===== src/hdl/v3alu_pkg.sv =====
// Shared types, widths, codes and the saturation helper for the vector ALU.
// No dependencies; every other file in hdl/ imports this package.
package v3alu_pkg;

  // Field and datapath widths
  localparam int FixW      = 32;            // Q16.16 component
  localparam int FracW     = 16;            // fraction bits
  localparam int ProdW     = 2 * FixW;      // exact Q32.32 product
  localparam int SumW      = ProdW + 2;     // sum of three products plus rounding
  localparam int SatInW    = SumW - FracW;  // rounded sum before saturation
  localparam int SqrtSteps = FixW;          // one root bit per stage
  localparam int RemW      = FixW + 2;      // square-root remainder
  localparam int LenW      = FixW + 1;      // rounded length
  localparam int DivSteps  = FracW + 1;     // quotient bits of a unit component
  localparam int NumW      = ProdW - FracW + 2;  // dividend and remainder width

  // Stream widths
  localparam int DataInW  = 6 * FixW;
  localparam int UserInW  = 3;
  localparam int DataOutW = 4 * FixW;
  localparam int UserOutW = 2;

  // Action codes on the input side
  localparam logic [UserInW-1:0] ACT_ADD   = 3'd0;
  localparam logic [UserInW-1:0] ACT_SUB   = 3'd1;
  localparam logic [UserInW-1:0] ACT_NEG   = 3'd2;
  localparam logic [UserInW-1:0] ACT_DOT   = 3'd3;
  localparam logic [UserInW-1:0] ACT_CROSS = 3'd4;
  localparam logic [UserInW-1:0] ACT_NORM  = 3'd5;

  localparam logic [FixW-1:0] FIX_MAX = {1'b0, {(FixW-1){1'b1}}};
  localparam logic [FixW-1:0] FIX_MIN = {1'b1, {(FixW-1){1'b0}}};
  localparam logic signed [SumW-1:0] ROUND_HALF = SumW'(1) << (FracW - 1);

  // Operation class after decode
  typedef enum logic [2:0] {
    OP_NONE  = 3'd0,
    OP_ADD   = 3'd1,
    OP_SUB   = 3'd2,
    OP_NEG   = 3'd3,
    OP_DOT   = 3'd4,
    OP_CROSS = 3'd5,
    OP_NORM  = 3'd6
  } op_e;

  typedef logic [2:0][FixW-1:0] vec_t;

  typedef struct packed {
    op_e  op;
    vec_t a;
    vec_t b;
  } item_t;

  typedef struct packed {
    vec_t            r;
    logic [FixW-1:0] sc;
    logic            ov;
    logic            zl;
  } result_t;

  typedef struct packed {
    logic [FixW-1:0] v;
    logic            ov;
  } sat_t;

  // Clamp a signed value to the 32-bit range and flag the clamp
  function automatic sat_t sat_fix(input logic [SatInW-1:0] v);
    sat_t res;
    res.ov = !((&v[SatInW-1:FixW-1]) || (~|v[SatInW-1:FixW-1]));
    if (res.ov) begin
      res.v = v[SatInW-1] ? FIX_MIN : FIX_MAX;
    end else begin
      res.v = v[FixW-1:0];
    end
    return res;
  endfunction

endpackage


===== src/hdl/v3alu_queue.sv =====
// Short FIFO of decoded items between front end and execution pipeline.
// Depends on v3alu_pkg for the item type.
module v3alu_queue #(
  parameter int Depth = 2
) (
  input  logic             clk_i,
  input  logic             rst_ni,
  input  logic             push_i,
  input  v3alu_pkg::item_t item_i,
  output logic             full_o,
  output logic             valid_o,
  output v3alu_pkg::item_t item_o,
  input  logic             pop_i
);
  import v3alu_pkg::*;

  localparam int PtrW = (Depth > 1) ? $clog2(Depth) : 1;
  localparam int CntW = $clog2(Depth + 1);
  localparam logic [PtrW-1:0] LastPtr = PtrW'(Depth - 1);

  item_t           mem_q [Depth];
  logic [PtrW-1:0] wr_ptr_q, wr_ptr_d;
  logic [PtrW-1:0] rd_ptr_q, rd_ptr_d;
  logic [CntW-1:0] count_q, count_d;

  assign full_o  = (count_q == CntW'(Depth));
  assign valid_o = (count_q != '0);
  assign item_o  = mem_q[rd_ptr_q];

  // Advance pointers and fill count
  always_comb begin
    wr_ptr_d = wr_ptr_q;
    rd_ptr_d = rd_ptr_q;
    count_d  = count_q;
    if (push_i) begin
      wr_ptr_d = (wr_ptr_q == LastPtr) ? '0 : wr_ptr_q + 1'b1;
    end
    if (pop_i) begin
      rd_ptr_d = (rd_ptr_q == LastPtr) ? '0 : rd_ptr_q + 1'b1;
    end
    if (push_i && !pop_i) begin
      count_d = count_q + 1'b1;
    end else if (!push_i && pop_i) begin
      count_d = count_q - 1'b1;
    end
  end

  always_ff @(posedge clk_i or negedge rst_ni) begin
    if (!rst_ni) begin
      wr_ptr_q <= '0;
      rd_ptr_q <= '0;
      count_q  <= '0;
    end else begin
      wr_ptr_q <= wr_ptr_d;
      rd_ptr_q <= rd_ptr_d;
      count_q  <= count_d;
    end
  end

  // Store entries
  always_ff @(posedge clk_i) begin
    if (push_i) begin
      mem_q[wr_ptr_q] <= item_i;
    end
  end

endmodule


===== config.mk =====
export PLATFORM = sky130hd
export DESIGN_NAME = v3alu_queue
export DESIGN_NICKNAME = d
export VERILOG_FILES = /design/src/hdl/v3alu_pkg.sv /design/src/hdl/v3alu_queue.sv
export SDC_FILE = /design/constraint.sdc
export NUM_CORES = 1
export LEC_CHECK = 0
export ABC_AREA = 1
export BUFFER_PORTS_ARGS = -buffer_cell sky130_fd_sc_hd__buf_2
export CELL_PAD_IN_SITES_DETAIL_PLACEMENT = 0
export CELL_PAD_IN_SITES_GLOBAL_PLACEMENT = 1
export CORE_ASPECT_RATIO = 1.75
export CORE_MARGIN = 4
export CORE_UTILIZATION = 30
export DETAILED_ROUTE_END_ITERATION = 8
export GPL_TIMING_DRIVEN = 1
export PLACE_DENSITY = 0.57
export SETUP_SLACK_MARGIN = 0.02
export SYNTH_ARGS = -nofsm -noshare
export SYNTH_HDL_FRONTEND = slang
export SYNTH_SLANG_ARGS = --single-unit
export TNS_END_PERCENT = 30

===== constraint.sdc =====
create_clock -name clk_i -period 8.55 [get_ports clk_i]
set_input_delay 0.4275 -clock clk_i [delete_from_list [all_inputs] [get_ports clk_i]]
set_output_delay 0.4275 -clock clk_i [all_outputs]
set_load 0.005 [all_outputs]

# Word level (Yosys, flattened, before mapping)
# Memories as Yosys holds them, arrays and structs flattened.
# Cells that the tools add are included.
# Widths: inputs -> output; s select.
[word_totals]
ff_bits = 4
mem_bits_rw = 390
inputBits = 199
elab_cells = 21
memories = 1
[op_classes]
add_sub_neg = 4
eq_ne = 1
muxes = 6
n_reduce_logical = 6
[memory_table]
columns = ["memory", "words", "width", "rd", "rd_ports_with_merged_regs", "write_ports", "line", "source"]
rows = [
  ["mem_q", 2, 195, 1, 0, 1, "v3alu_queue.sv:21", "item_t mem_q [Depth];"],
]
[ops]
columns = ["cell", "count"]
rows = [
  ["$mux 1", 4],
  ["$mux 2", 2],
  ["$reduce_bool 2->1", 2],
  ["$add 1x1->1 const B", 2],
  ["$add 2x1->2 const B", 1],
  ["$eq 2x2->1 const B", 1],
  ["$logic_and 1x1->1", 2],
  ["$logic_not 1->1", 2],
  ["$sub 2x1->2 const B", 1],
]

# Depth between registers and ports, before layout
# Gate-level depths: netlist of the first run.
[depth]
ltp_word = 4
depth_mapped = 7
mapped_depth_nobuf = 7

# Worst setup path after synthesis of the first run
# OpenSTA, ideal clock, no wires.
[synth_timing]
kind = "input to register"
from = "in push_i"
to = "mem mem_q[0][0] (netlist name), enable pin"
t_arrival_ns = 8.616
required_time_ns = 7.791
slack_ns = -0.825
cell_stages = 2
path_buffers = 0
cell_sequence = "inv_1 > nor2_1"
[synth_via]
elab_chain_cells = 2
[synth_rtl]
columns = ["item", "line", "source"]
rows = [
  ["start: declaration", "v3alu_queue.sv:8", "input logic push_i,"],
  ["$mux 1", "v3alu_queue.sv:62", "if (push_i) begin"],
  ["$mux 1 (not written as such)", "v3alu_queue.sv:63", "mem_q[wr_ptr_q] <= item_i;"],
  ["end: declaration", "v3alu_queue.sv:21", ""],
]
# Every way passes these cells.

==> results of run 1 <==
==> final timing paths <==
check | start | endpoint | slack (ns) | depth (start not counted)
max | rd_ptr_q | item_o[13] | 5.16 | 3
min | item_i[10] | mem_q[1][10] | 0.09 | 1
max reg2reg | wr_ptr_q | mem_q[1][49] | 6.17 | 3
min reg2reg | count_q[1] | count_q[1] | 0.49 | 2
max in group asynchronous | rst_ni | rd_ptr_q | 8.15 | 2
min in group asynchronous | rst_ni | count_q[1] | 0.26 | 2
==> layout make-up <==
cell class	instances	area [µm²]
Timing Repair Buffer	404	2060
Tap cell	654	818
Clock inverter	12	88.8
Fill cell	4638	30200
Antenna cell	11	27.5
Multi-Input combinational cell	209	2810
Sequential cell	394	11800
Clock buffer	54	1030
Inverter	7	33.8
==> Yosys cell counts, drive strengths merged <==
| cell type | n |
|---|---|
| edfxtp | 390 |
| mux2 | 195 |
| buf | 22 |
| inv | 7 |
| nand2 | 6 |
| dfrtp | 4 |
| nor2 | 2 |
| xor2 | 2 |
| ha | 1 |
| nand3 | 1 |
| nand4 | 1 |
| xnor2 | 1 |
==> power breakdown <==
part	switching, µW	internal, µW	total, µW
logic	809	921	1730
clock network	670	872	1540
registers	153	2560	2720
==> per-stage QoR <==
step	hold WS (ns)	setup WS, ns	instance area (µm²)	cells	util, %
final	0.0866	5.16	18700	1745	38.2
after global routing	0.0559	4.98	18700	1742	38.2
after CTS	0.0470	5.05	18700	1734	38.2
after detailed placement	0.242	5.64	17500	1667	35.9
after global placement	0.249	5.70	17500	1667	35.9
after floorplan	0.132	2.58	14900	632	-
==> kinds of logic (layout without fill, tap and decap cells) <==
logic type	count (synthesis)	count (layout)	synth area share (%)
DFF	394	394	79.5
and+or+nand+nor	10	10	0.278
buffers and inverters	29	477	1.63
other	0	11	0
xor gates and xnor gates	3	3	0.177
muxes	195	195	18.3
adders and majority gates	1	1	0.0842
==> routing by layer <==
metal  share of wire [%]  track usage, %
met3                 7.4            3.56
met4                 4.8            6.34
met5               0.064               0
met1                  32            11.6
met2                  56            23.3
==> critical path, delay by kind of cell, from the launching register on <==
family,cells,cell delay (ns)
multiplexers,1,0.41
buffers and inverters,2,0.88
flip-flops,1,1.08
==> repair_timing <==
item,4_1_cts,5_1_grt
gates resized for setup,0,0
endpoints found under the hold margin,4,0
hold buffers,1,0
==> sequential cells by signal, summed over array words and instances (netlist names) <==
| register | cells |
|---|---|
| count_q | 2 |
| mem_q | 390 |
| rd_ptr_q | 1 |
| wr_ptr_q | 1 |
==> layout by cell type, fill, tap and decap left out, drive strengths merged <==
| cell type | Yosys | final |
|---|---|---|
| buf | 22 | 403 |
| edfxtp | 390 | 390 |
| mux2 | 195 | 195 |
| clkbuf | 0 | 54 |
| diode | 0 | 11 |
| inv | 7 | 9 |
| clkinv | 0 | 9 |
| nand2 | 6 | 6 |
| dfrtp | 4 | 4 |
| xor2 | 2 | 2 |
| nor2 | 2 | 2 |
| xnor2 | 1 | 1 |
| nand3 | 1 | 1 |
| nand4 | 1 | 1 |
| ha | 1 | 1 |
| bufinv | 0 | 1 |
| dlygate4sd3 | 0 | 1 |
==> results.py, run 1 <==
metrics = {
    "run_status": {
        "outcome": "finished clean",
    },
    "grt": {
        "overflow": 0,
        "antenna_found_initial": 12,
        "grt_pass1_wl_um": 48600,
        "grt_pass1_vias": 7902,
        "grt_usage_pct": 12.2,
        "grt_max_degree": 98,
    },
    "power_and_ir_drop": {
        "p_leak_uw": 0.00730,
        "power_uw": 5990,
        "vdd_drop_max_uv": 198,
        "power.density_nw_per_um2": 321,
    },
    "timing": {
        "rsz0062_at_grt": "no",
        "tightest_slew_ns": 1.06,
        "max_freq_ghz": 0.295,
        "fin_crit_ns": 3.39,
        "slew_viol_final": 0,
        "maxSlewHeadroom_pct": 29.6,
        "hold_viol_final": 0,
        "fin_skew_ns": 0.0136,
        "setup_tns_ns": 0,
        "finalSetupViolCount": 0,
        "min_period_over_period_pct": 39.6,
    },
    "setup_path": {
        "cp.required_ns": 8.12,
        "setup.worst_path.class": "reg2out",
        "cpPeakStageDelay_ns": 1.08,
        "critPathArrivalTime_ns": 2.96,
        "end_kind": "output pin",
        "critPathLaunchType": "register",
        "crit_fanout": 56,
        "crit_chain": "buf_4 > mux2_2 > buf_2",
        "slowest_stage": "dfrtp_4",
    },
    "synth": {
        "ys_types": 14,
        "ys_ff_latch": 394,
        "synthTopCellsByArea": "edfxtp_1 (79%), mux2_4 (14%), mux2_2 (4.2%), buf_6 (1.3%), dfrtp_1 (0.67%)",
        "seq_area_frac_synth_pct": 79.5,
        "synth_top_area_share_pct": 78.8,
        "yosys_warnings": 0,
        "synth_fp_nets": 832,
        "yosys.area.top_type": "edfxtp_1",
        "syn-instance-count": 632,
        "syn_area_per_cell_um2": 23.5,
        "synth_area_um2": 14900,
    },
    "floorplanning": {
        "io_pins": 396,
        "start_util_pct": 30.4,
        "die_x_um": 176,
        "die_h_um": 302,
        "rows": 107,
        "core-area_um2": 48900,
        "dieArea_um2": 53300,
    },
    "detailed_routing": {
        "wire_per_inst_um": 19.7,
        "via_per_inst": 4.17,
        "drc_errors": 0,
        "antenna_left": 0,
        "finalWirelength_um": 34400,
        "drt-pass1-iter-count": 4,
        "dr.first_iter.drc_count": 295,
        "vias": 7271,
    },
    "clocking": {
        "insertion_delay_ns": 0.52,
        "postCtsSetupBuffers": 0,
        "cts_root_buf": "clkbuf_16",
        "cts_tree": "done",
        "cts_max_level": 2,
        "clkTransAtPathRegs_ns": 0.06,
        "cts_made_buffers": 38,
        "clock_sinks": 394,
        "cts_buffer_depth": 3,
    },
    "finish": {
        "nets": 1254,
        "drive_gt1_share_pct": 60.1,
        "area_delta_synth_final_pct": 25.8,
    },
    "place": {
        "place_hpwl_um": 24400,
        "port_buffers": 395,
        "gp_congestion": 0.727,
    },
    "flow_run": {
        "cap_violations": 0,
    },
    "min_path": {
        "hold_path_class": "in2reg",
    },
}
Power figures use the tool's default switching activity.
==> run 2: changes to the inputs <==
--- a/config.mk
+++ b/config.mk
@@ -14,7 +14,7 @@
 export CORE_UTILIZATION = 30
 export DETAILED_ROUTE_END_ITERATION = 8
 export GPL_TIMING_DRIVEN = 1
-export PLACE_DENSITY = 0.57
+export PLACE_DENSITY = 0.55
 export SETUP_SLACK_MARGIN = 0.02
 export SYNTH_ARGS = -nofsm -noshare
 export SYNTH_HDL_FRONTEND = slang
==> constraint.sdc (replaced) <==
create_clock -name clk_i -period 3.5 [get_ports clk_i]
set_input_delay 0.175 -clock clk_i [delete_from_list [all_inputs] [get_ports clk_i]]
set_output_delay 0.175 -clock clk_i [all_outputs]
set_load 0.005 [all_outputs]
==> run 2 against run 1 <==
Net effect:
- via count is 11% higher
- register-to-register slack worse by 4.7 ns
- sequential power is 140% higher
- worst hold slack better by 0.28 ns
- critical path depth stayed put
- critical path type unchanged
- total power grew to 2.6 times the previous value
- global-route usage is 0.75 points higher
- setup slack worse by 4.2 ns
- largest power group unchanged
- critical endpoint is now item_o[185]
- combinational power grew to 2.7 times the previous value
==> results.py, run 2 (synthesized netlist as in run 1, its figures left out) <==
metrics = {
    "place": {
        "place_area_um2": 17700,
        "place_hpwl_um": 25000,
        "port_buffers": 395,
        "gp_congestion": 0.716,
        "dp_slack_ns": 1.45,
    },
    "clocking": {
        "clock_sinks": 394,
        "cts_resized": 0,
        "cts_max_level": 2,
        "cts_root_buf": "clkbuf_16",
        "clkTransAtPathRegs_ns": 0.07,
        "insertion_delay_ns": 0.53,
        "hold_buffers": 199,
        "cts_tree": "done",
        "postCtsSetupBuffers": 0,
        "cts_buffer_depth": 3,
        "cts_made_buffers": 39,
    },
    "setup_path": {
        "r2r_end": "mem_q[1][153]",
        "rrSetupSlack_ns": 1.52,
        "ff2ff_path_depth": 3,
        "cp-startpoint": "rd_ptr_q",
        "critPathArrivalTime_ns": 2.37,
        "crit_path_end": "item_o[185]",
        "end_kind": "output pin",
        "r2r_start": "wr_ptr_q",
        "cp.required_ns": 3.32,
        "crit_fanout": 36,
        "setup.worst_path.class": "reg2out",
        "critPathLaunchType": "register",
    },
    "grt": {
        "grt_max_degree": 67,
        "grt_pass1_wl_um": 52500,
        "antenna_found_initial": 7,
        "overflow": 0,
        "grt_pass1_vias": 8981,
        "grt_usage_pct": 13.0,
    },
    "power_and_ir_drop": {
        "vdd_drop_max_uv": 406,
        "p_leak_uw": 0.00832,
        "power.density_nw_per_um2": 740,
    },
    "floorplanning": {
        "rows": 107,
        "dieArea_um2": 53300,
        "start_util_pct": 30.4,
        "die_h_um": 302,
        "core-area_um2": 48900,
        "die_x_um": 176,
        "io_pins": 396,
    },
    "detailed_routing": {
        "finalWirelength_um": 35900,
        "antenna_left": 0,
        "vias": 8083,
        "met2RoutedLength_um": 19600,
        "dr.first_iter.drc_count": 348,
        "drc_errors": 0,
        "dr.max_layer_used": "met5",
        "wl_met3_um": 2430,
        "wire_per_inst_um": 18.4,
        "via_per_inst": 4.14,
        "drt-pass1-iter-count": 4,
        "m1WireLength_um": 12500,
    },
    "finish": {
        "final_common_cell": "buf_2",
        "area_delta_synth_final_pct": 42.0,
        "final_cell_mix": "buf_2 (395), edfxtp_1 (390), dlygate4sd3_1 (199)",
        "top_register": "mem_q",
        "multi_input_area_um2": 2810,
        "largestRegisters": "mem_q (390), count_q (2)",
        "drive_gt1_share_pct": 51.9,
        "nets": 1464,
        "largest_reg_flops": 390,
        "num-fill-cells": 4382,
        "final-seq-area_um2": 11800,
        "final_area_um2": 21100,
    },
    "timing": {
        "setup_tns_ns": 0,
        "hold_viol_final": 0,
        "max_freq_ghz": 0.392,
        "holdWs_ns": 0.371,
        "tightest_slew_ns": 0.834,
        "min_period_over_period_pct": 72.8,
        "fin_crit_ns": 2.55,
        "finalSetupViolCount": 0,
        "layout_setup_ws_ns": 0.951,
        "slew_viol_final": 0,
        "rsz0062_at_grt": "no",
        "maxSlewHeadroom_pct": 44.4,
        "fin_skew_ns": 0.0107,
    },
    "run_status": {
        "outcome": "finished clean",
    },
    "min_path": {
        "min_from": "item_i[171]",
        "hold_path_class": "in2reg",
    },
    "flow_run": {
        "cap_violations": 0,
    },
}
run 2: how the worst min path moves through the flow:
stage / end / slack (ns) / depth (start not counted)
2_1_floorplan: count_q[0] / -0.12 / 0
4_1_cts: mem_q[0][171] / 0.34 / 2
5_1_grt: mem_q[1][179] / 0.35 / 2
3_3_place_gp: wr_ptr_q / -0.01 / 1
3_5_place_dp: wr_ptr_q / -0.01 / 1
6_report: mem_q[0][171] / 0.37 / 2
run 2: cell type report:
class                   instances  share of cell area (%)
flip-flops and latches        394                    56.0
repair buffers                613                    20.2
multi-input cells             209                    13.3
clock buffers                  49                    5.15
well taps                     654                    3.88
clock inverters                21                    1.21
inverters                       7                   0.142
diodes                          4                  0.0475
run 2: per-layer routing:
metal / global-route usage, % / vias up
met5: 0 / -
met3: 3.48 / 71
met1: 13.3 / 3944
met4: 5.35 / 8
li1: - / 3782
met2: 24.6 / 278
run 2: per-stage QoR:
step	util, %	total power [µW]	cells
3_3_place_gp	36.3	11300	1678
3_5_place_dp	36.3	11300	1678
2_1_floorplan	-	9450	632
4_1_cts	43.1	15900	1947
5_1_grt	43.1	16400	1948
6_report	43.2	15600	1951
run 2: power by group:
part	internal, µW	switching (µW)
registers	6250	336
logic	2530	2130
clock network	2640	1710
total	11400	4180
run 2: critical path, stage by stage (launching register included):
cell     delay, ns
dfrtp_4       0.92
buf_12        0.32
mux2_2        0.37
buf_2         0.13
